==> src/hdl/clsf_pkg.sv <==
`timescale 1ns / 1ps
// Shared types, constants and helper functions for the content-length framer.
// No dependencies; imported by the register, core, top-level and test files.
package clsf_pkg;

    localparam int HDR_W  = 16;
    localparam int BODY_W = 22;
    localparam int ACC_W  = 23;

    localparam logic [HDR_W-1:0]  MAX_HEADER_RESET = 16'd32768;
    localparam logic [BODY_W-1:0] MAX_BODY_RESET   = 22'd2097152;
    localparam logic [ACC_W-1:0]  ACCUM_MAX        = 23'h7F_FFFF;
    localparam logic [HDR_W-1:0]  COUNT_MAX        = 16'hFFFF;
    localparam logic [3:0]        KEY_LEN          = 4'd14;

    // Register indexes (word address bit 2)
    localparam logic REG_MAX_HEADER = 1'b0;
    localparam logic REG_MAX_BODY   = 1'b1;

    // Status codes
    localparam logic [1:0] ST_OK         = 2'd0;
    localparam logic [1:0] ST_HDR_LONG   = 2'd1;
    localparam logic [1:0] ST_BAD_LENGTH = 2'd2;
    localparam logic [1:0] ST_BODY_LONG  = 2'd3;

    // Line scanner states
    localparam logic [2:0] LF_KEY_LEAD  = 3'd0;
    localparam logic [2:0] LF_KEY       = 3'd1;
    localparam logic [2:0] LF_KEY_TRAIL = 3'd2;
    localparam logic [2:0] LF_VAL_LEAD  = 3'd3;
    localparam logic [2:0] LF_SIGN      = 3'd4;
    localparam logic [2:0] LF_DIGITS    = 3'd5;
    localparam logic [2:0] LF_SKIP      = 3'd6;

    // Terminator match progress
    localparam logic [1:0] TM_NONE = 2'd0;
    localparam logic [1:0] TM_CR   = 2'd1;
    localparam logic [1:0] TM_CRLF = 2'd2;
    localparam logic [1:0] TM_CR2  = 2'd3;

    localparam logic [7:0] CH_CR    = 8'h0D;
    localparam logic [7:0] CH_LF    = 8'h0A;
    localparam logic [7:0] CH_COLON = 8'h3A;
    localparam logic [7:0] CH_PLUS  = 8'h2B;

    typedef struct packed {
        logic [HDR_W-1:0]  max_header_bytes;
        logic [BODY_W-1:0] max_body_bytes;
    } clsf_cfg_t;

    typedef struct packed {
        logic [7:0]        out_byte;
        logic              in_body;
        logic              hdr_done;
        logic              frame_end;
        logic [BODY_W-1:0] body_length;
        logic [1:0]        status;
    } clsf_result_t;

    // Lower-case key text, one character per position
    function automatic logic [7:0] key_char(input logic [3:0] pos);
        logic [7:0] c;
        case (pos)
            4'd0:    c = "c";
            4'd1:    c = "o";
            4'd2:    c = "n";
            4'd3:    c = "t";
            4'd4:    c = "e";
            4'd5:    c = "n";
            4'd6:    c = "t";
            4'd7:    c = "-";
            4'd8:    c = "l";
            4'd9:    c = "e";
            4'd10:   c = "n";
            4'd11:   c = "g";
            4'd12:   c = "t";
            4'd13:   c = "h";
            default: c = 8'h00;
        endcase
        return c;
    endfunction

    function automatic logic is_blank(input logic [7:0] c);
        return (c == 8'h20) || ((c >= 8'h09) && (c <= 8'h0D));
    endfunction

    function automatic logic [7:0] fold_case(input logic [7:0] c);
        return ((c >= 8'h41) && (c <= 8'h5A)) ? (c + 8'h20) : c;
    endfunction

    // acc * 10 + d, saturating
    function automatic logic [ACC_W-1:0] add_digit(input logic [ACC_W-1:0] acc,
                                                   input logic [3:0] d);
        logic [ACC_W+3:0] v;
        v = {1'b0, acc, 3'b000} + {3'b000, acc, 1'b0} + {{ACC_W{1'b0}}, d};
        return (v > {4'b0000, ACCUM_MAX}) ? ACCUM_MAX : v[ACC_W-1:0];
    endfunction

endpackage

==> src/hdl/clsf_stream_if.sv <==
`timescale 1ns / 1ps
// Valid/ready stream interfaces for the framer's byte input and result output.
// Depends on nothing but the widths of the work fields.
interface clsf_in_if;
    logic       valid;
    logic       ready;
    logic [7:0] data_byte;
    logic       new_stream;

    modport source (output valid, output data_byte, output new_stream, input ready);
    modport sink (input valid, input data_byte, input new_stream, output ready);
endinterface

interface clsf_out_if;
    logic        valid;
    logic        ready;
    logic [7:0]  out_byte;
    logic        in_body;
    logic        hdr_done;
    logic        frame_end;
    logic [21:0] body_length;
    logic [1:0]  status;

    modport source (output valid, output out_byte, output in_body, output hdr_done,
                    output frame_end, output body_length, output status, input ready);
    modport sink (input valid, input out_byte, input in_body, input hdr_done,
                  input frame_end, input body_length, input status, output ready);
endinterface

==> src/hdl/clsf_apb_regs.sv <==
`timescale 1ns / 1ps
// APB configuration registers: header size limit and body length limit.
// Uses clsf_pkg.
module clsf_apb_regs (
    input  logic              clk,
    input  logic              rst_n,
    input  logic              psel,
    input  logic              penable,
    input  logic              pwrite,
    input  logic [2:0]        paddr,
    input  logic [31:0]       pwdata,
    output logic [31:0]       prdata,
    output logic              pready,
    output clsf_pkg::clsf_cfg_t cfg
);
    import clsf_pkg::*;

    logic [HDR_W-1:0]  max_header_reg;
    logic [BODY_W-1:0] max_body_reg;
    logic              wr_en;

    assign pready = 1'b1;
    assign wr_en  = psel && penable && pwrite;

    always_ff @(posedge clk or negedge rst_n)
    begin
        if (!rst_n)
        begin
            max_header_reg <= MAX_HEADER_RESET;
            max_body_reg   <= MAX_BODY_RESET;
        end
        else if (wr_en)
        begin
            case (paddr[2])
                REG_MAX_HEADER: max_header_reg <= pwdata[HDR_W-1:0];
                REG_MAX_BODY:   max_body_reg   <= pwdata[BODY_W-1:0];
                default:        max_header_reg <= max_header_reg;
            endcase
        end
    end

    always_comb
    begin
        case (paddr[2])
            REG_MAX_HEADER: prdata = {{(32-HDR_W){1'b0}}, max_header_reg};
            REG_MAX_BODY:   prdata = {{(32-BODY_W){1'b0}}, max_body_reg};
            default:        prdata = 32'd0;
        endcase
    end

    assign cfg.max_header_bytes = max_header_reg;
    assign cfg.max_body_bytes   = max_body_reg;

endmodule

==> src/hdl/clsf_core.sv <==
`timescale 1ns / 1ps
// Framing state and the per-byte header scanner, terminator match and body count.
// Uses clsf_pkg; fed one byte per step from the top level's input register.
module clsf_core (
    input  logic                   clk,
    input  logic                   rst_n,
    input  logic                   step,
    input  logic [7:0]             data_byte,
    input  logic                   new_stream,
    input  clsf_pkg::clsf_cfg_t    cfg,
    output clsf_pkg::clsf_result_t result
);
    import clsf_pkg::*;

    logic              phase_reg,     phase_next;
    logic [1:0]        tmatch_reg,    tmatch_next;
    logic [HDR_W-1:0]  hcount_reg,    hcount_next;
    logic [3:0]        kpos_reg,      kpos_next;
    logic [2:0]        lfs_reg,       lfs_next;
    logic [ACC_W-1:0]  accum_reg,     accum_next;
    logic              found_reg,     found_next;
    logic [BODY_W-1:0] remain_reg,    remain_next;
    logic [1:0]        err_reg,       err_next;

    // State as seen by this byte, after an optional stream restart
    logic              phase_cur;
    logic [1:0]        tmatch_cur;
    logic [HDR_W-1:0]  hcount_cur;
    logic [3:0]        kpos_cur;
    logic [2:0]        lfs_cur;
    logic [ACC_W-1:0]  accum_cur;
    logic              found_cur;
    logic [BODY_W-1:0] remain_cur;
    logic [1:0]        err_cur;

    logic              digit, blank, prev_cr, done, eol, bad_len;
    logic [7:0]        folded;
    logic [HDR_W-1:0]  hcount_inc;
    logic [BODY_W-1:0] remain_dec;
    logic [ACC_W-1:0]  acc_more, acc_first;
    logic [ACC_W-1:0]  len;

    assign phase_cur  = new_stream ? 1'b0 : phase_reg;
    assign tmatch_cur = new_stream ? TM_NONE : tmatch_reg;
    assign hcount_cur = new_stream ? '0 : hcount_reg;
    assign kpos_cur   = new_stream ? 4'd0 : kpos_reg;
    assign lfs_cur    = new_stream ? LF_KEY_LEAD : lfs_reg;
    assign accum_cur  = new_stream ? '0 : accum_reg;
    assign found_cur  = new_stream ? 1'b0 : found_reg;
    assign remain_cur = new_stream ? '0 : remain_reg;
    assign err_cur    = new_stream ? ST_OK : err_reg;

    assign digit      = (data_byte >= 8'h30) && (data_byte <= 8'h39);
    assign blank      = is_blank(data_byte);
    assign folded     = fold_case(data_byte);
    assign prev_cr    = (tmatch_cur == TM_CR) || (tmatch_cur == TM_CR2);
    assign done       = (tmatch_cur == TM_CR2) && (data_byte == CH_LF);
    assign eol        = (data_byte == CH_LF) && prev_cr;
    assign hcount_inc = (hcount_cur < COUNT_MAX) ? (hcount_cur + 16'd1) : hcount_cur;
    assign remain_dec = (remain_cur != '0) ? (remain_cur - 22'd1) : remain_cur;
    assign acc_more   = add_digit(accum_cur, data_byte[3:0]);
    assign acc_first  = {{(ACC_W-4){1'b0}}, data_byte[3:0]};

    always_comb
    begin
        phase_next  = phase_cur;
        tmatch_next = tmatch_cur;
        hcount_next = hcount_cur;
        kpos_next   = kpos_cur;
        lfs_next    = lfs_cur;
        accum_next  = accum_cur;
        found_next  = found_cur;
        remain_next = remain_cur;
        err_next    = err_cur;
        bad_len     = 1'b0;
        len         = '0;

        result.out_byte    = data_byte;
        result.in_body     = 1'b0;
        result.hdr_done    = 1'b0;
        result.frame_end   = 1'b0;
        result.body_length = '0;
        result.status      = err_cur;

        if (err_cur != ST_OK)
        begin
            // sticky error: echo only
        end
        else if (phase_cur)
        begin
            result.in_body = 1'b1;
            remain_next    = remain_dec;
            if (remain_dec == '0)
            begin
                result.frame_end = 1'b1;
                phase_next       = 1'b0;
                tmatch_next      = TM_NONE;
                hcount_next      = '0;
                kpos_next        = 4'd0;
                lfs_next         = LF_KEY_LEAD;
                accum_next       = '0;
                found_next       = 1'b0;
            end
        end
        else if (!done && (hcount_cur >= cfg.max_header_bytes))
        begin
            err_next      = ST_HDR_LONG;
            result.status = ST_HDR_LONG;
        end
        else
        begin
            hcount_next = hcount_inc;

            if (data_byte == CH_CR)
                tmatch_next = (tmatch_cur == TM_CRLF) ? TM_CR2 : TM_CR;
            else if (eol)
                tmatch_next = (tmatch_cur == TM_CR) ? TM_CRLF : TM_NONE;
            else
                tmatch_next = TM_NONE;

            if (!found_cur)
            begin
                if (eol)
                begin
                    if (hcount_inc == 16'd2)
                    begin
                        // header opens with an empty line: no length
                        found_next = 1'b1;
                        accum_next = '0;
                    end
                    else if ((lfs_cur == LF_VAL_LEAD) || (lfs_cur == LF_SIGN))
                        bad_len = 1'b1;
                    else if (lfs_cur == LF_DIGITS)
                        found_next = 1'b1;
                    else
                    begin
                        lfs_next  = LF_KEY_LEAD;
                        kpos_next = 4'd0;
                    end
                end
                else
                begin
                    case (lfs_cur)
                        LF_KEY_LEAD:
                        begin
                            if (!blank)
                            begin
                                if (folded == key_char(4'd0))
                                begin
                                    kpos_next = 4'd1;
                                    lfs_next  = LF_KEY;
                                end
                                else
                                    lfs_next = LF_SKIP;
                            end
                        end
                        LF_KEY:
                        begin
                            if (data_byte == CH_COLON)
                                lfs_next = (kpos_cur == KEY_LEN) ? LF_VAL_LEAD : LF_SKIP;
                            else if (blank)
                                lfs_next = (kpos_cur == KEY_LEN) ? LF_KEY_TRAIL : LF_SKIP;
                            else if ((kpos_cur < KEY_LEN) && (folded == key_char(kpos_cur)))
                                kpos_next = kpos_cur + 4'd1;
                            else
                                lfs_next = LF_SKIP;
                        end
                        LF_KEY_TRAIL:
                        begin
                            if (!blank)
                                lfs_next = (data_byte == CH_COLON) ? LF_VAL_LEAD : LF_SKIP;
                        end
                        LF_VAL_LEAD:
                        begin
                            if (!blank)
                            begin
                                if (data_byte == CH_PLUS)
                                    lfs_next = LF_SIGN;
                                else if (digit)
                                begin
                                    accum_next = acc_first;
                                    lfs_next   = LF_DIGITS;
                                end
                                else
                                    bad_len = 1'b1;
                            end
                        end
                        LF_SIGN:
                        begin
                            if (digit)
                            begin
                                accum_next = acc_first;
                                lfs_next   = LF_DIGITS;
                            end
                            else
                                bad_len = 1'b1;
                        end
                        LF_DIGITS:
                        begin
                            if (digit)
                                accum_next = acc_more;
                            else
                            begin
                                found_next = 1'b1;
                                lfs_next   = LF_SKIP;
                            end
                        end
                        default:
                        begin
                            lfs_next = lfs_cur;
                        end
                    endcase
                end
            end

            if (bad_len)
            begin
                err_next      = ST_BAD_LENGTH;
                result.status = ST_BAD_LENGTH;
            end
            else if (done)
            begin
                len = found_next ? accum_next : '0;
                if (len > {1'b0, cfg.max_body_bytes})
                begin
                    err_next      = ST_BODY_LONG;
                    result.status = ST_BODY_LONG;
                end
                else
                begin
                    result.hdr_done    = 1'b1;
                    result.body_length = len[BODY_W-1:0];
                    result.frame_end   = (len == '0);
                    phase_next         = (len != '0);
                    remain_next        = len[BODY_W-1:0];
                    tmatch_next        = TM_NONE;
                    hcount_next        = '0;
                    kpos_next          = 4'd0;
                    lfs_next           = LF_KEY_LEAD;
                    accum_next         = '0;
                    found_next         = 1'b0;
                end
            end
        end
    end

    always_ff @(posedge clk or negedge rst_n)
    begin
        if (!rst_n)
        begin
            phase_reg  <= 1'b0;
            tmatch_reg <= TM_NONE;
            hcount_reg <= '0;
            kpos_reg   <= 4'd0;
            lfs_reg    <= LF_KEY_LEAD;
            accum_reg  <= '0;
            found_reg  <= 1'b0;
            remain_reg <= '0;
            err_reg    <= ST_OK;
        end
        else if (step)
        begin
            phase_reg  <= phase_next;
            tmatch_reg <= tmatch_next;
            hcount_reg <= hcount_next;
            kpos_reg   <= kpos_next;
            lfs_reg    <= lfs_next;
            accum_reg  <= accum_next;
            found_reg  <= found_next;
            remain_reg <= remain_next;
            err_reg    <= err_next;
        end
    end

endmodule

==> src/hdl/content_length_stream_framer_unit.sv <==
`timescale 1ns / 1ps
// Content-length stream framer: input word register, one-pass scanner, result register.
// A word accepted into the input register has its result registered and offered at the
// output once the result slot is free. Throughput: one byte per cycle while the output
// is not stalled, set by the single pass of the scanner over the input register into the
// framing state. Reset (rst_n low, asynchronous) empties both registers, clears all
// framing state and errors, and loads the limit defaults.
module content_length_stream_framer_unit (
    input  logic        clk,
    input  logic        rst_n,
    clsf_in_if.sink     byte_in,
    clsf_out_if.source  byte_out,
    input  logic        psel,
    input  logic        penable,
    input  logic        pwrite,
    input  logic [2:0]  paddr,
    input  logic [31:0] pwdata,
    output logic [31:0] prdata,
    output logic        pready
);
    import clsf_pkg::*;

    clsf_cfg_t    cfg;
    clsf_result_t core_result;

    logic         s1_valid_reg, s1_valid_next;
    logic [7:0]   s1_byte_reg;
    logic         s1_new_reg;
    logic         out_valid_reg, out_valid_next;
    clsf_result_t out_reg;

    logic         out_free, advance, accept;

    clsf_apb_regs u_regs (
        .clk     (clk),
        .rst_n   (rst_n),
        .psel    (psel),
        .penable (penable),
        .pwrite  (pwrite),
        .paddr   (paddr),
        .pwdata  (pwdata),
        .prdata  (prdata),
        .pready  (pready),
        .cfg     (cfg)
    );

    clsf_core u_core (
        .clk        (clk),
        .rst_n      (rst_n),
        .step       (advance),
        .data_byte  (s1_byte_reg),
        .new_stream (s1_new_reg),
        .cfg        (cfg),
        .result     (core_result)
    );

    assign out_free      = !out_valid_reg || byte_out.ready;
    assign advance       = s1_valid_reg && out_free;
    assign byte_in.ready = !s1_valid_reg || out_free;
    assign accept        = byte_in.valid && byte_in.ready;

    always_comb
    begin
        if (accept)
            s1_valid_next = 1'b1;
        else if (advance)
            s1_valid_next = 1'b0;
        else
            s1_valid_next = s1_valid_reg;

        if (advance)
            out_valid_next = 1'b1;
        else if (byte_out.ready)
            out_valid_next = 1'b0;
        else
            out_valid_next = out_valid_reg;
    end

    always_ff @(posedge clk or negedge rst_n)
    begin
        if (!rst_n)
        begin
            s1_valid_reg  <= 1'b0;
            out_valid_reg <= 1'b0;
        end
        else
        begin
            s1_valid_reg  <= s1_valid_next;
            out_valid_reg <= out_valid_next;
        end
    end

    // Payload: hold until the stage moves
    always_ff @(posedge clk)
    begin
        if (accept)
        begin
            s1_byte_reg <= byte_in.data_byte;
            s1_new_reg  <= byte_in.new_stream;
        end
        if (advance)
            out_reg <= core_result;
    end

    assign byte_out.valid       = out_valid_reg;
    assign byte_out.out_byte    = out_reg.out_byte;
    assign byte_out.in_body     = out_reg.in_body;
    assign byte_out.hdr_done    = out_reg.hdr_done;
    assign byte_out.frame_end   = out_reg.frame_end;
    assign byte_out.body_length = out_reg.body_length;
    assign byte_out.status      = out_reg.status;

`ifndef SYNTHESIS
    a_err_quiet: assert property (@(posedge clk) disable iff (!rst_n)
        (byte_out.valid && (byte_out.status != ST_OK)) |->
        (!byte_out.in_body && !byte_out.hdr_done && !byte_out.frame_end &&
         (byte_out.body_length == '0)))
        else $error("flags set on an errored word");

    a_len_at_hdr_end: assert property (@(posedge clk) disable iff (!rst_n)
        (byte_out.valid && !byte_out.hdr_done) |-> (byte_out.body_length == '0))
        else $error("body length outside header end");

    a_frame_end_src: assert property (@(posedge clk) disable iff (!rst_n)
        (byte_out.valid && byte_out.frame_end) |->
        (byte_out.in_body || (byte_out.hdr_done && (byte_out.body_length == '0))))
        else $error("frame end with no body byte and no empty header end");

    a_stall_full: assert property (@(posedge clk) disable iff (!rst_n)
        !byte_in.ready |-> (s1_valid_reg && out_valid_reg && !byte_out.ready))
        else $error("input stalled without a full pipeline");
`endif

endmodule

==> src/flat_wrapper.sv <==
// flat-port wrapper written by rule: the top's interface ports become plain ports
module content_length_stream_framer_unit_flat import clsf_pkg::*;
  (clk, rst_n, psel, penable, pwrite, paddr, pwdata, prdata, pready, byte_in_valid, byte_in_data_byte, byte_in_new_stream, byte_in_ready, byte_out_valid, byte_out_out_byte, byte_out_in_body, byte_out_hdr_done, byte_out_frame_end, byte_out_body_length, byte_out_status, byte_out_ready);
  clsf_in_if byte_in_i ();
  clsf_out_if byte_out_i ();
  input  logic clk;
  input  logic rst_n;
  input  logic psel;
  input  logic penable;
  input  logic pwrite;
  input  logic [2:0] paddr;
  input  logic [31:0] pwdata;
  output logic [31:0] prdata;
  output logic pready;
  input wire logic [$bits(byte_in_i.valid)-1:0] byte_in_valid;
  input wire logic [$bits(byte_in_i.data_byte)-1:0] byte_in_data_byte;
  input wire logic [$bits(byte_in_i.new_stream)-1:0] byte_in_new_stream;
  output wire logic [$bits(byte_in_i.ready)-1:0] byte_in_ready;
  output wire logic [$bits(byte_out_i.valid)-1:0] byte_out_valid;
  output wire logic [$bits(byte_out_i.out_byte)-1:0] byte_out_out_byte;
  output wire logic [$bits(byte_out_i.in_body)-1:0] byte_out_in_body;
  output wire logic [$bits(byte_out_i.hdr_done)-1:0] byte_out_hdr_done;
  output wire logic [$bits(byte_out_i.frame_end)-1:0] byte_out_frame_end;
  output wire logic [$bits(byte_out_i.body_length)-1:0] byte_out_body_length;
  output wire logic [$bits(byte_out_i.status)-1:0] byte_out_status;
  input wire logic [$bits(byte_out_i.ready)-1:0] byte_out_ready;
  assign byte_in_i.valid = byte_in_valid;
  assign byte_in_i.data_byte = byte_in_data_byte;
  assign byte_in_i.new_stream = byte_in_new_stream;
  assign byte_in_ready = byte_in_i.ready;
  assign byte_out_valid = byte_out_i.valid;
  assign byte_out_out_byte = byte_out_i.out_byte;
  assign byte_out_in_body = byte_out_i.in_body;
  assign byte_out_hdr_done = byte_out_i.hdr_done;
  assign byte_out_frame_end = byte_out_i.frame_end;
  assign byte_out_body_length = byte_out_i.body_length;
  assign byte_out_status = byte_out_i.status;
  assign byte_out_i.ready = byte_out_ready;
  content_length_stream_framer_unit u_core (.clk(clk), .rst_n(rst_n), .byte_in(byte_in_i), .byte_out(byte_out_i), .psel(psel), .penable(penable), .pwrite(pwrite), .paddr(paddr), .pwdata(pwdata), .prdata(prdata), .pready(pready));
endmodule
==> config.mk <==
export PLATFORM = sky130hd
export DESIGN_NAME = content_length_stream_framer_unit_flat
export DESIGN_NICKNAME = d
export VERILOG_FILES = /design/src/hdl/clsf_pkg.sv /design/src/hdl/clsf_stream_if.sv /design/src/hdl/clsf_apb_regs.sv /design/src/hdl/clsf_core.sv /design/src/hdl/content_length_stream_framer_unit.sv /design/src/flat_wrapper.sv
export SDC_FILE = /design/constraint.sdc
export NUM_CORES = 1
export LEC_CHECK = 0
export ABC_CLOCK_PERIOD_IN_PS = 18700
export BUFFER_PORTS_ARGS = -buffer_cell sky130_fd_sc_hd__buf_2
export CAP_MARGIN = 15
export CORE_MARGIN = 2
export CORE_UTILIZATION = 60
export DETAILED_ROUTE_END_ITERATION = 16
export PLACE_DENSITY = 0.8
export SYNTH_ARGS = -nofsm -noshare
export SYNTH_HDL_FRONTEND = slang
export SYNTH_SLANG_ARGS = --single-unit
==> constraint.sdc <==
create_clock -name clk -period 18.7 [get_ports clk]
set_clock_uncertainty 0.05 [all_clocks]
set_input_delay 3.74 -clock clk [delete_from_list [all_inputs] [get_ports clk]]
set_output_delay 3.74 -clock clk [all_outputs]
set_load 0.01 [all_outputs]
==> results.txt, run 1 <==
The run finished with clean final reports. For the proportion of power drawn by the clock network, the log shows 0.314. Async set-reset flop share out of synthesis: 0.7215.

The logs give 1 for the number of antenna violations at the first check in global routing and 2 for the maximum buffer depth of the clock tree. For this run, the slowest stage of the critical path takes 780 ps. Startpoint kind of the worst setup timing path: a flip-flop.

The smallest setup slack after layout is 9429 ps. In this run the clock root is driven by a clkbuf_16. The number of setup buffers added after CTS is 0. The non-filler instance count after layout is 1956, and the max-slew violation total from the final report is 0.

The max-capacitance violation count was 0. The most common flop cell mapped by yosys was dfrtp_1. The register with the most flip-flops in the layout has 23 of them.

In this run the mean area of a mapped cell was 8.216 µm². During I/O placement, the number of pins put on the boundary was 121. Based on the critical path, the design can be clocked at up to 107.9 MHz. Along the worst hold path, the cell count comes to 2. Leakage dissipation: 6.602 nW.

After clock tree synthesis, the repair step resized 0 gates. Setup repair after global routing left no endpoint under its margin. Measured along the y axis, the die boundary spans 153.5 µm.

The register bit count reported by yosys came out at 158. HPWL after detailed placement: 30.01 mm. The sequential element share of the synthesized area is 0.3115.

The utilization after layout is 0.6633. At the end of the flow, the number of nets in the layout was 1808. The final critical path time including I/O delays and setup is 9271 ps.

The number of hold-slack violations in the final timing report is 0. Among all stages on the critical path, the largest delay is contributed by nor3_4. Net switching share of the total power: 0.3698.

The tools report the internal power as 0.0007281 W. The CTS clock-pin slew for the worst setup and hold paths was 70 ps; the number of synthesis warnings was 0. The path class of the tightest hold or removal check is reg2reg. Setup violations remaining at the end of the flow were counted as 0. Across all layers, the routed design uses 13337 vias. The worst-path maximum fanout was 57; the critical path arrival was 9570 ps. The data required time of the worst path came out at 18990 ps. The logs give 21890 µm² for the area of the core and 0.6125 for the effective utilization at floorplan.

The cell that appears most often on the critical path is buf_4. The netlist area before placement came out at 13410 µm². The post-synthesis to final-layout area growth is 8.286%, and the sum of negative setup slack is 0 ps. Synthesis produced 1632 cells. At the later pin of the worst-skew pair, clock insertion delay measures 440 ps.

The logs give 0.3499 for the global routing usage summed across all routing layers and 1924 for the number of placed instances with taps included. The tree built by TritonCTS fans out to 158 sinks. In the routed design, unresolved DRC markers number 0.

The number of buffers created by CTS was 17; the horizontal die dimension was 153.5 µm. The family of cells with the greatest summed delay on the critical path is compound AO/OA/AOI/OAI gates. OpenSTA, run right after detailed placement, puts the worst setup slack at 9854 ps. For the number of H-tree levels, the log shows 4. The detailed router finished its first iteration with 2106 violations. The pre-antenna-repair detailed-routing pass consisted of 6 iterations. The share of the clock period used by the worst path was 0.4958; the number of hold buffers added after cts was 0. Wires add up to 41.61 mm. The worst slew margin relative to its limit was 0.2015.

The run gives 12384 as the via count of the first global-routing pass. The critical path depth came out at 29. The final RePlAce weighted congestion is 1.017, and the first-pass GRT wire length is 66.87 mm.

In this run the remaining antenna-violating nets after routing total 0. Summed over all layers, the global routing overflow is 0. TritonCTS built the clock tree.

For the pin with the worst max-slew slack, the measured transition is 1198 ps. The fraction of final layout cells sized beyond drive strength 1 is 0.1384. The run gives 67.29 µV as the maximum VDD drop. The number of flops mapped to enable cells by yosys is 44, and the combinational group share of total power is 0.303.

The depth of the worst register-to-register path came out at 29. Detail-routed via count per cell: 6.819. The switching power of the nets was 0.0004272 W; the power density of the placed cells was 79.57 nW/µm².

The endpoint type of the worst setup path was a flip-flop. The number of distinct library cell variants in the gate-level netlist after synthesis was 97. The worst setup path is of the reg2reg kind. The floorplan step defined a die boundary enclosing 23560 µm². The tools report the area of placed instances as 13920 µm². The number of buffers and inverters on the critical path is 4. The sequential power share is 0.382, and the maximum number of pins on one net before global-route repair is 78. With fillers left out, the area of the finished cells amounts to 14520 µm².

Row generation in the floorplan step produced 54 rows. The repair_antennas step left the layout with diodes totalling 0. In the final routed layout, each cell accounts on average for 21.27 µm. The count of buffers added on input and output ports is 97.
## routing by layer
layer,global-route usage,share of wire,up-vias
met5,0,0,-
met4,0.1555,0.040,0
met2,0.5247,0.44,842
li1,-,-,6051
met3,0.07018,0.11,146
met1,0.4922,0.42,6298
## worst paths after layout
kind / from / end / slack [ps]
worst min-delay path: u_core.u_core.accum_reg[3] / u_core.u_core.accum_reg[3] / 420
min in group asynchronous: rst_n / u_core.u_core.remain_reg[7] / 3210
max in group asynchronous: rst_n / u_core.u_core.lfs_reg[0] / 13930
worst max-delay path: u_core.s1_new_reg / u_core.u_core.kpos_reg[1] / 9430
worst max register to register: u_core.s1_new_reg / u_core.u_core.kpos_reg[1] / 9430
worst min register to register: u_core.u_core.accum_reg[3] / u_core.u_core.accum_reg[3] / 420
## metrics by stage
stage                     hold slack, ps  total power [W]
after detailed placement           407.4        0.0007859
after global placement             400.1        0.0007769
final                              424.1         0.001155
after CTS                          422.0         0.001145
after floorplan                    374.4        0.0006821
after global routing               429.4         0.001208
## power groups by stage
stage | Combinational [W] | Clock [W] | Sequential [W]
after detailed placement | 0.000339 | 0 | 0.000447
after global routing | 0.000382 | 0.000379 | 0.000447
after global placement | 0.000333 | 0 | 0.000444
after CTS | 0.000342 | 0.000364 | 0.000440
final | 0.000350 | 0.000363 | 0.000442
after floorplan | 0.000258 | 0 | 0.000424
## synth_stat cells (36+ instances only)
cell      count  area (µm²)
nand2_1     168       630.6
a31oi_1      36       225.2
ha_1         93        1164
nor2_1      107       401.6
edfxtp_1     44        1321
inv_1        84       315.3
o21ai_0     147       735.7
a21oi_1     123       615.6
mux2_2       44       495.5
nor2b_1      48       300.3
dfrtp_1     112        2803
clkbuf_1     77       289.0
nand3_1      37       185.2
nor3_1       44       220.2
## logic make-up after synthesis
group / share of synthesized area
and+or+nand+nor: 0.2200
AOI/OAI and AO/OA: 0.2514
buffers and inverters: 0.06000
DFF: 0.3115
adders and majority gates: 0.08827
muxes: 0.04479
xor gates and xnor gates: 0.02351
other: 0.0005601
## area by class of cell
class | instances | area (µm²)
Clock buffer | 18 | 429.2
Clock inverter | 14 | 167.7
Fill cell | 1820 | 7371
Inverter | 85 | 319.1
Multi-Input combinational cell | 1287 | 8462
Sequential cell | 158 | 4177
Tap cell | 280 | 350.3
Timing Repair Buffer | 114 | 615.6
## worst register-to-register path: cells and delay by family (launching register included)
kind | cells | cell delay (ps)
AO/OA/AOI/OAI | 11 | 2890
flip-flops | 1 | 320
AND/OR/NAND/NOR | 10 | 2740
adder cells (fa/ha/maj) | 4 | 1430
buffers and inverters | 4 | 1750
## layout by cell type (no fill, tap or decap), drive strengths merged, types with 29 or more instances in the layout
cell type / synthesis / layout
dfrtp: 112 / 112
inv: 85 / 93
o21ai: 150 / 150
ha: 93 / 93
nand3: 38 / 38
a31oi: 36 / 36
a21oi: 125 / 125
edfxtp: 44 / 44
mux2: 45 / 45
nor2b: 48 / 48
nor3: 46 / 46
buf: 33 / 114
a21o: 29 / 29
nor2: 108 / 108
nand2: 169 / 169
No activity file was read; power rests on OpenSTA's default activity.
==> inputs of run 2 (changes only) <==
--- a/config.mk
+++ b/config.mk
@@ -5,13 +5,14 @@
 export SDC_FILE = /design/constraint.sdc
 export NUM_CORES = 1
 export LEC_CHECK = 0
-export ABC_CLOCK_PERIOD_IN_PS = 18700
+export ABC_AREA = 1
+export ABC_CLOCK_PERIOD_IN_PS = 7650
 export BUFFER_PORTS_ARGS = -buffer_cell sky130_fd_sc_hd__buf_2
 export CAP_MARGIN = 15
 export CORE_MARGIN = 2
-export CORE_UTILIZATION = 60
+export CORE_UTILIZATION = 56
 export DETAILED_ROUTE_END_ITERATION = 16
-export PLACE_DENSITY = 0.8
+export PLACE_DENSITY = 0.78
 export SYNTH_ARGS = -nofsm -noshare
 export SYNTH_HDL_FRONTEND = slang
 export SYNTH_SLANG_ARGS = --single-unit
==> constraint.sdc (replaced) <==
create_clock -name clk -period 7.65 [get_ports clk]
set_clock_uncertainty 0.05 [all_clocks]
set_input_delay 1.53 -clock clk [delete_from_list [all_inputs] [get_ports clk]]
set_output_delay 1.53 -clock clk [all_outputs]
set_load 0.01 [all_outputs]
==> results.txt, run 2 <==
The logs give 0.2264 (was 0.2015) for the worst slew margin relative to its limit and 6 (unchanged) for the first-pass iteration count of the detailed router. The smallest setup slack after layout is 762.9 ps (was 9429 ps), and the cell count after synthesis is 2323 (was 1632). The run finished with clean final reports. The register bit count reported by yosys was 158 (unchanged); the number of antenna-violating nets in the routed design was 0 (unchanged).

The leakage dissipation is 8.411 nW (was 6.602 nW), and the fraction of final layout cells sized beyond drive strength 1 is 0.1015 (was 0.1384). The worst-case register-to-register setup slack is 760 ps (was 9430 ps). Capturing point of the worst reg2reg path: u_core.u_core.remain_reg[16] (was u_core.u_core.kpos_reg[1]). The total of cells resized after clock tree synthesis is 0 (unchanged).

The global routing usage summed across all routing layers was 0.3153 (was 0.3499). For the via count, the log shows 15460 (was 13337). The logs give 14690 µm² (was 13410 µm²) for the netlist area before placement and 25910 µm² (was 21890 µm²) for the area of the core. The sequential element share of the synthesized area was 0.2843 (was 0.3115); the via count of the first global-routing pass was 14583 (was 12384). The horizontal die dimension was 166.0 µm (was 153.5 µm). The tools report the data required time of the worst path as 7950 ps (was 18990 ps). Commonest non-fill, non-tap cell in the layout: nand2_1 (unchanged). The switching power of the nets was 0.001625 W (was 0.0004272 W). The tools report the post-route cell area as 15890 µm² (was 14520 µm²). The wire length after detailed routing is 43.74 mm (was 41.61 mm). The sequential power share was 0.322 (was 0.382). The tools report the post-placement setup slack as 843.6 ps (was 9854 ps).

The leading cell type by number of instances after synthesis was nand2_1 (unchanged). For the clock net sink count, the log shows 158 (unchanged). The final RePlAce weighted congestion came out at 0.9670 (was 1.017).

The tools report the startpoint kind of the worst setup timing path as a flip-flop (unchanged). The sum of negative setup slack came out at 0 ps (unchanged). The run gives 166.0 µV (was 67.29 µV) as the maximum VDD drop.

The maximum single-stage delay on the critical path is 580 ps (was 780 ps). The post-synthesis mux area share works out to 0 (was 0.04479). Setup repair after global routing left no endpoint under its margin. For the maximum buffer depth of the clock tree, the log shows 2 (unchanged). The tools report the number of synthesis warnings as 0 (unchanged). The max-slew violation total from the final report was 0 (unchanged). The post-synthesis compound-gate area fraction was 0.1276 (was 0.2514); the max-capacitance violation count was 0 (unchanged).

Final net count: 2526 (was 1808). The number of buffers inserted by post-CTS setup repair came out at 0 (unchanged). The number of flops mapped to enable cells by yosys works out to 44 (unchanged). Number of placed instances with taps included: 2693 (was 1924). The highest-delay cell along the critical path was nor3_1 (was nor3_4). For the total number of placement rows, the log shows 59 (was 54).

The tools report the critical path launch point as u_core.s1_new_reg (unchanged). The post-synthesis area per instance works out to 6.324 µm² (was 8.216 µm²). The maximum number of pins on one net before global-route repair came out at 70 (was 78). The clock latency at the later pin of the worst-skew pair came out at 440 ps (about the same). The total overflow reported by the global router is 0 (unchanged).

The parity-gate share of the synthesized area counting xor and xnor cells was 0.02385 (was 0.02351); the count of antenna diodes in the layout was 0 (unchanged). Number of distinct library cell variants in the gate-level netlist after synthesis: 52 (was 97). The fraction of the mapped netlist area in adder cells works out to 0.08057 (was 0.08827). The highest attainable clock frequency was 145.2 MHz (was 107.9 MHz); the number of hold buffers added after cts was 0 (unchanged).

The average routed wire per standard cell came out at 16.03 µm (was 21.27 µm). The end of the critical path is u_core.u_core.remain_reg[16] (was u_core.u_core.kpos_reg[1]). The post-synthesis to final-layout area growth came out at 8.177% (was 8.286%). The tools report the combinational group share of total power as 0.436 (was 0.303). Commonest cells post-synth: 723 x nand2_1, 315 x inv_1, 262 x nor2_1, 144 x o21ai_0, 131 x nand3_1 (was 168 x nand2_1, 147 x o21ai_0, 123 x a21oi_1, 112 x dfrtp_1, 107 x nor2_1). The CTS clock-pin slew for the worst setup and hold paths came out at 70 ps (about the same).

The most common flop cell mapped by yosys was dfrtp_1 (unchanged). HPWL after detailed placement: 31.99 mm (was 30.01 mm). The simple-gate area share of the yosys netlist was 0.3639 (was 0.2200). Cells taking the most area after synthesis: dfrtp_1 19%, nand2_1 18%, edfxtp_1 9.0%, inv_1 8.0%, ha_1 7.9% (was dfrtp_1 21%, edfxtp_1 9.9%, ha_1 8.7%, o21ai_0 5.5%, nand2_1 4.7%).

Flip-flop count of the largest register, all copies and words added: 23 (unchanged). The effective utilization at floorplan was 0.5670 (was 0.6125); the proportion of power drawn by the clock network was 0.242 (was 0.314). The worst-path maximum fanout came out at 19 (was 57). The library cell occupying the most area in the post-synthesis netlist was dfrtp_1 (unchanged).

The run gives 0 (was 1) as the number of antenna violations at the first check in global routing. The startpoint of the worst register-to-register path is u_core.s1_new_reg (unchanged). The worst-margin pin slew came out at 1156 ps (was 1198 ps). The number of buffers created by CTS is 17 (unchanged), and the async set-reset flop share out of synthesis is 0.7215 (unchanged). The share of the clock period used by the worst path is 0.9003 (was 0.4958).

The non-filler instance count after layout was 2729 (was 1956); the critical path arrival was 7190 ps (was 9570 ps). The area of placed instances is 15280 µm² (was 13920 µm²). The power density of the placed cells was 229.2 nW/µm² (was 79.57 nW/µm²). The tools report the buffer cell driving the clock tree root as clkbuf_16 (unchanged). TritonCTS built the clock tree.

Net switching share of the total power: 0.4460 (was 0.3698). The count of routing violations after the opening detailed-route iteration came out at 1951 (was 2106). Main combinational cell family by area after synthesis: simple AND/OR/NAND/NOR gates (was compound AO/OA/AOI/OAI gates). The first-pass GRT wire length is 71.69 mm (was 66.87 mm). The top-level I/O count is 121 (unchanged). Chip height: 166.0 µm (was 153.5 µm).

Number of setup violations in the final report: 0 (unchanged). For the overall die area, the log shows 27540 µm² (was 23560 µm²). The final critical path time including I/O delays and setup works out to 6887 ps (was 9271 ps). Commonest cells after routing, fill and taps aside: 722 x nand2_1, 314 x inv_1, 261 x nor2_1 (was 168 x nand2_1, 147 x o21ai_0, 123 x a21oi_1). Path type of the worst setup path: reg2reg (unchanged). The total power came out at 0.003643 W (was 0.001155 W). Path class of the lowest-slack min-delay path: reg2reg (unchanged).

For the number of H-tree levels, the log shows 4 (unchanged). Detail-routed via count per cell: 5.665 (was 6.819). The number of hold-slack violations in the final timing report came out at 0 (unchanged). Depth of the worst register-to-register path: 44 (was 29).

The endpoint type of the worst setup path was a flip-flop (unchanged). The portion of synthesized cell area occupied by the leading cell type was 0.1908 (was 0.2090). The tools report the internal power as 0.002018 W (was 0.0007281 W). The DRC violation count after routing was 0 (unchanged). Most common cell type on the critical path: nand2_1 (was buf_4). Critical hold path startpoint: u_core.s1_byte_reg[7] (was u_core.u_core.accum_reg[3]). The count of input and output buffers works out to 97 (unchanged).
-- run 2: cell types whose count changed in the layout (fill, tap and decap cells not counted), moves of 28 or more --
cell,delta
nor2_1,+154
nor2_2,+31
mux2_2,-44
nand2_1,+554
inv_1,+230
a21o_1,-28
nor2b_1,-48
nand3_1,+94
-- run 2: how the worst min path moves through the flow --
stage	end	slack, ps	cells past startpoint
4_1_cts	u_core.byte_out.out_byte[7]	430	0
6_report	u_core.byte_out.out_byte[7]	420	0
3_3_place_gp	u_core.byte_out.out_byte[7]	390	0
5_1_grt	u_core.byte_out.out_byte[7]	450	0
3_5_place_dp	u_core.byte_out.out_byte[7]	410	0
2_1_floorplan	u_core.byte_out.out_byte[7]	380	0
-- run 2: kinds of logic (layout without fill, tap and decap cells) --
group / Yosys count / after routing
simple gates: 1268 / 1268
buf+inv: 420 / 482
compound gates: 341 / 341
flops: 158 / 158
fa+ha+maj: 94 / 94
xor+xnor: 40 / 40
other cells: 2 / 11
-- run 2: per-layer routing --
layer  global-route usage  share of wire  wire (µm)  vias to the layer above
met3              0.05100          0.091       3977                      152
li1                     -              -          -                     7518
met1               0.4228           0.42      18410                     7017
met2               0.5026           0.44      19440                      773
met4               0.1437          0.044       1914                        0
met5                    0              0          0                        -
-- run 2: area by class of cell --
| cell class | count | area [µm²] |
|---|---|---|
| Multi-Input combinational cell | 1754 | 8800 |
| Clock buffer | 18 | 429.2 |
| Clock inverter | 14 | 148.9 |
| Sequential cell | 158 | 4177 |
| Timing Repair Buffer | 125 | 698.2 |
| Tap cell | 335 | 419.2 |
| Fill cell | 2458 | 10020 |
| Inverter | 325 | 1220 |
-- run 2: stage by stage --
stage / hold WS [ps] / utilization
global route: 445.1 / 0.6133
detailed placement: 410.1 / 0.5898
global placement: 390.8 / 0.5898
finish: 418.0 / 0.6133
floorplan: 376.4 / -
CTS: 427.6 / 0.6121
-- run 2: power groups by stage --
stage               Clock [W]  Sequential, W  Combinational [W]
CTS                  0.000885        0.00117            0.00155
detailed placement          0        0.00119            0.00154
global placement            0        0.00118            0.00150
floorplan                   0        0.00116            0.00117
global route         0.000919        0.00119            0.00179
finish               0.000881        0.00117            0.00159
-- run 2: worst max-delay path: cells and delay by family (launching register included) --
kind	cells	cell delay [ps]
flops	1	440
simple gates	33	4090
fa+ha+maj	3	1020
compound gates	4	730
buf+inv	4	450
==> inputs of run 3 (changes only) <==
--- a/config.mk
+++ b/config.mk
@@ -6,13 +6,13 @@
 export NUM_CORES = 1
 export LEC_CHECK = 0
 export ABC_AREA = 1
-export ABC_CLOCK_PERIOD_IN_PS = 7650
+export ABC_CLOCK_PERIOD_IN_PS = 6700
 export BUFFER_PORTS_ARGS = -buffer_cell sky130_fd_sc_hd__buf_2
 export CAP_MARGIN = 15
 export CORE_MARGIN = 2
-export CORE_UTILIZATION = 56
+export CORE_UTILIZATION = 60
 export DETAILED_ROUTE_END_ITERATION = 16
-export PLACE_DENSITY = 0.78
+export PLACE_DENSITY = 0.8
 export SYNTH_ARGS = -nofsm -noshare
 export SYNTH_HDL_FRONTEND = slang
 export SYNTH_SLANG_ARGS = --single-unit
==> constraint.sdc (replaced) <==
create_clock -name clk -period 6.7 [get_ports clk]
set_clock_uncertainty 0.05 [all_clocks]
set_input_delay 1.34 -clock clk [delete_from_list [all_inputs] [get_ports clk]]
set_output_delay 1.34 -clock clk [all_outputs]
set_load 0.01 [all_outputs]
==> results.txt, run 3 (same netlist as run 2, synthesis figures left out) <==
For the clock net sink count, the log shows 158 (unchanged). For the wire length after detailed routing, the log shows 44.29 mm (was 43.74 mm). The total number of placement rows is 57 (was 59). The count of input and output buffers was 97 (unchanged). For the max-capacitance violation count, the log shows 0 (unchanged).

The startpoint of the worst register-to-register path is u_core.s1_new_reg (unchanged). The overall die area is 25750 µm² (was 27540 µm²). The run gives 2538 (was 2526) as the final net count. The count of routing violations after the opening detailed-route iteration came out at 1962 (was 1951). The run gives 0 (unchanged) as the max-slew violation total from the final report. Commonest cells after routing, fill and taps aside: 717 x nand2_1, 312 x inv_1, 252 x nor2_1 (was 722 x nand2_1, 314 x inv_1, 261 x nor2_1). The horizontal die dimension came out at 160.5 µm (was 166.0 µm). The post-synthesis to final-layout area growth is 10.13% (was 8.177%).

TritonCTS built the clock tree. The number of antenna-violating nets in the routed design was 0 (unchanged). The area used by multi-input combinational logic was 8917 µm² (was 8800 µm²); the average routed wire per standard cell was 16.22 µm (was 16.03 µm). The non-filler instance count after layout was 2730 (was 2729). For the leakage dissipation, the log shows 8.519 nW (was 8.411 nW). The run finished with clean final reports.

The maximum buffer depth of the clock tree is 2 (unchanged). For the DRC violation count after routing, the log shows 0 (unchanged). The worst-path maximum fanout is 16 (was 19).

The final critical path time including I/O delays and setup works out to 6280 ps (was 6887 ps). The detail-routed via count per cell was 5.729 (was 5.665). Most common cell type on the critical path: nand2_1 (unchanged).

Chip height: 160.5 µm (was 166.0 µm). The commonest non-fill, non-tap cell in the layout is nand2_1 (unchanged). The clock latency at the later pin of the worst-skew pair is 450 ps (was 440 ps), and the effective utilization at floorplan is 0.6076 (was 0.5670).

The number of hold-slack violations in the final timing report is 0 (unchanged), and the worst-margin pin slew is 1065 ps (was 1156 ps). The CTS clock-pin slew for the worst setup and hold paths works out to 70 ps (about the same). For the filler cell count, the log shows 2190 (was 2458). The area of all sequential standard cells is 4177 µm² (unchanged), and the share of the clock period used by the worst path is 0.9373 (was 0.9003). The top-level I/O count was 121 (unchanged). The first-pass iteration count of the detailed router came out at 6 (unchanged). The run gives 0.3398 (was 0.3153) as the global routing usage summed across all routing layers. The total overflow reported by the global router was 0 (unchanged). The run gives 15639 (was 15460) as the via count. The critical path launch point is u_core.s1_new_reg (unchanged). The maximum single-stage delay on the critical path was 520 ps (was 580 ps); the met1 routed wirelength after detailed routing was 18.80 mm (was 18.41 mm).

The flip-flop count of the largest register, all copies and words added was 23 (unchanged). For the via count of the first global-routing pass, the log shows 14289 (was 14583). The met2 wire length was 19.91 mm (was 19.44 mm). The run gives 0 (unchanged) as the number of setup violations in the final report. The logs give 17 (unchanged) for the number of buffers created by CTS and 6570 ps (was 7190 ps) for the critical path arrival.

The tools report the critical hold path startpoint as u_core.s1_byte_reg[7] (unchanged). Maximum number of pins on one net before global-route repair: 80 (was 70). The tools report the number of hold buffers added after cts as 0 (unchanged). The startpoint kind of the worst setup timing path was a flip-flop (unchanged).

The number of placed instances with taps included is 2683 (was 2693). The tools report the HPWL after detailed placement as 32.07 mm (was 31.99 mm). Path class of the lowest-slack min-delay path: reg2reg (unchanged). Worst slew margin relative to its limit: 0.2891 (was 0.2264). For the final RePlAce weighted congestion, the log shows 0.9222 (was 0.9670). The logs give 71.40 mm (was 71.69 mm) for the first-pass GRT wire length and 3.985 mm (was 3.977 mm) for the sum of met3 wire segment lengths after detailed routing.

The highest-delay cell along the critical path is edfxtp_1 (was nor3_1). The highest metal layer with signal wires is met4 (unchanged). The fraction of final layout cells sized beyond drive strength 1 came out at 0.1143 (was 0.1015).

Buffer cell driving the clock tree root: clkbuf_16 (unchanged). The run gives 6990 ps (was 7950 ps) as the data required time of the worst path. The run gives 24180 µm² (was 25910 µm²) as the area of the core.

The endpoint type of the worst setup path was a flip-flop (unchanged). For the count of antenna diodes in the layout, the log shows 0 (unchanged). The number of antenna violations at the first check in global routing was 0 (unchanged); the worst hold slack was 411.0 ps (was 418.0 ps).

The power density of the placed cells is 262.2 nW/µm² (was 229.2 nW/µm²), and the number of H-tree levels is 4 (unchanged). The tools report the highest attainable clock frequency as 159.2 MHz (was 145.2 MHz). The maximum VDD drop is 155.8 µV (was 166.0 µV). The path type of the worst setup path is reg2reg (unchanged).
## run 3: changes by cell type in the layout (fill, tap and decap cells not counted), moves of 5 or more
cell / delta
buf_4: +6
nand2_1: -5
nor2_1: -9
nor2_2: +6
## run 3: power breakdown
group,switching [W],internal (W),total (W)
registers,0.000146,0.00120,0.00134
clock network,0.000460,0.000565,0.00102
logic,0.00127,0.000605,0.00188
## run 3: metal layers
metal	vias to the layer above	global-route usage
met2	810	0.5406
met1	7157	0.4622
met5	-	0
met4	0	0.1335
li1	7538	-
met3	134	0.06018
## run 3: repair_timing
item | 4_1_cts | 5_1_grt
setup endpoints to repair | 0 | 92
setup buffers | 0 | 12
gates resized for setup | 0 | 37
## run 3: worst max-delay path: cells and delay by family (launching register included)
family,cells,cell delay (ps)
and+or+nand+nor,34,3340
adders and majority gates,3,970
buffers and inverters,6,950
DFF,1,520
AOI/OAI and AO/OA,2,320
## run 3: area by class of cell
cell class	instances	area share
tap	324	0.02506
clock inverter	14	0.01067
sequential	158	0.2582
inverter	325	0.07641
clock buffer	18	0.02653
multi-input combinational	1755	0.5512
timing repair buffer	136	0.05197
## run 3: worst paths after layout
| check | endpoint | slack, ps | depth (start not counted) |
|---|---|---|---|
| worst max-delay path | u_core.u_core.remain_reg[21] | 420 | 45 |
| worst min-delay path | u_core.byte_out.out_byte[7] | 410 | 0 |
| worst max register to register | u_core.u_core.remain_reg[21] | 420 | 45 |
| worst min register to register | u_core.byte_out.out_byte[7] | 410 | 0 |
| max in group asynchronous | u_core.u_core.tmatch_reg[1] | 5140 | 2 |
| min in group asynchronous | u_core.u_core.lfs_reg[0] | 700 | 1 |
## run 3: per-stage QoR
| step | instance area [µm²] | total power [W] | setup TNS [ps] | worst slack, ps | utilization |
|---|---|---|---|---|---|
| 3_3_place_gp | 15280 | 0.003059 | 0 | 292.9 | 0.6320 |
| 3_5_place_dp | 15280 | 0.003119 | 0 | 147.9 | 0.6320 |
| 4_1_cts | 15880 | 0.004143 | 0 | 114.7 | 0.6569 |
| 2_1_floorplan | 14720 | 0.002660 | 0 | 909.2 | - |
| 5_1_grt | 16180 | 0.004524 | -29.30 | -18.61 | 0.6692 |
| 6_report | 16180 | 0.004242 | 0 | 420.3 | 0.6692 |
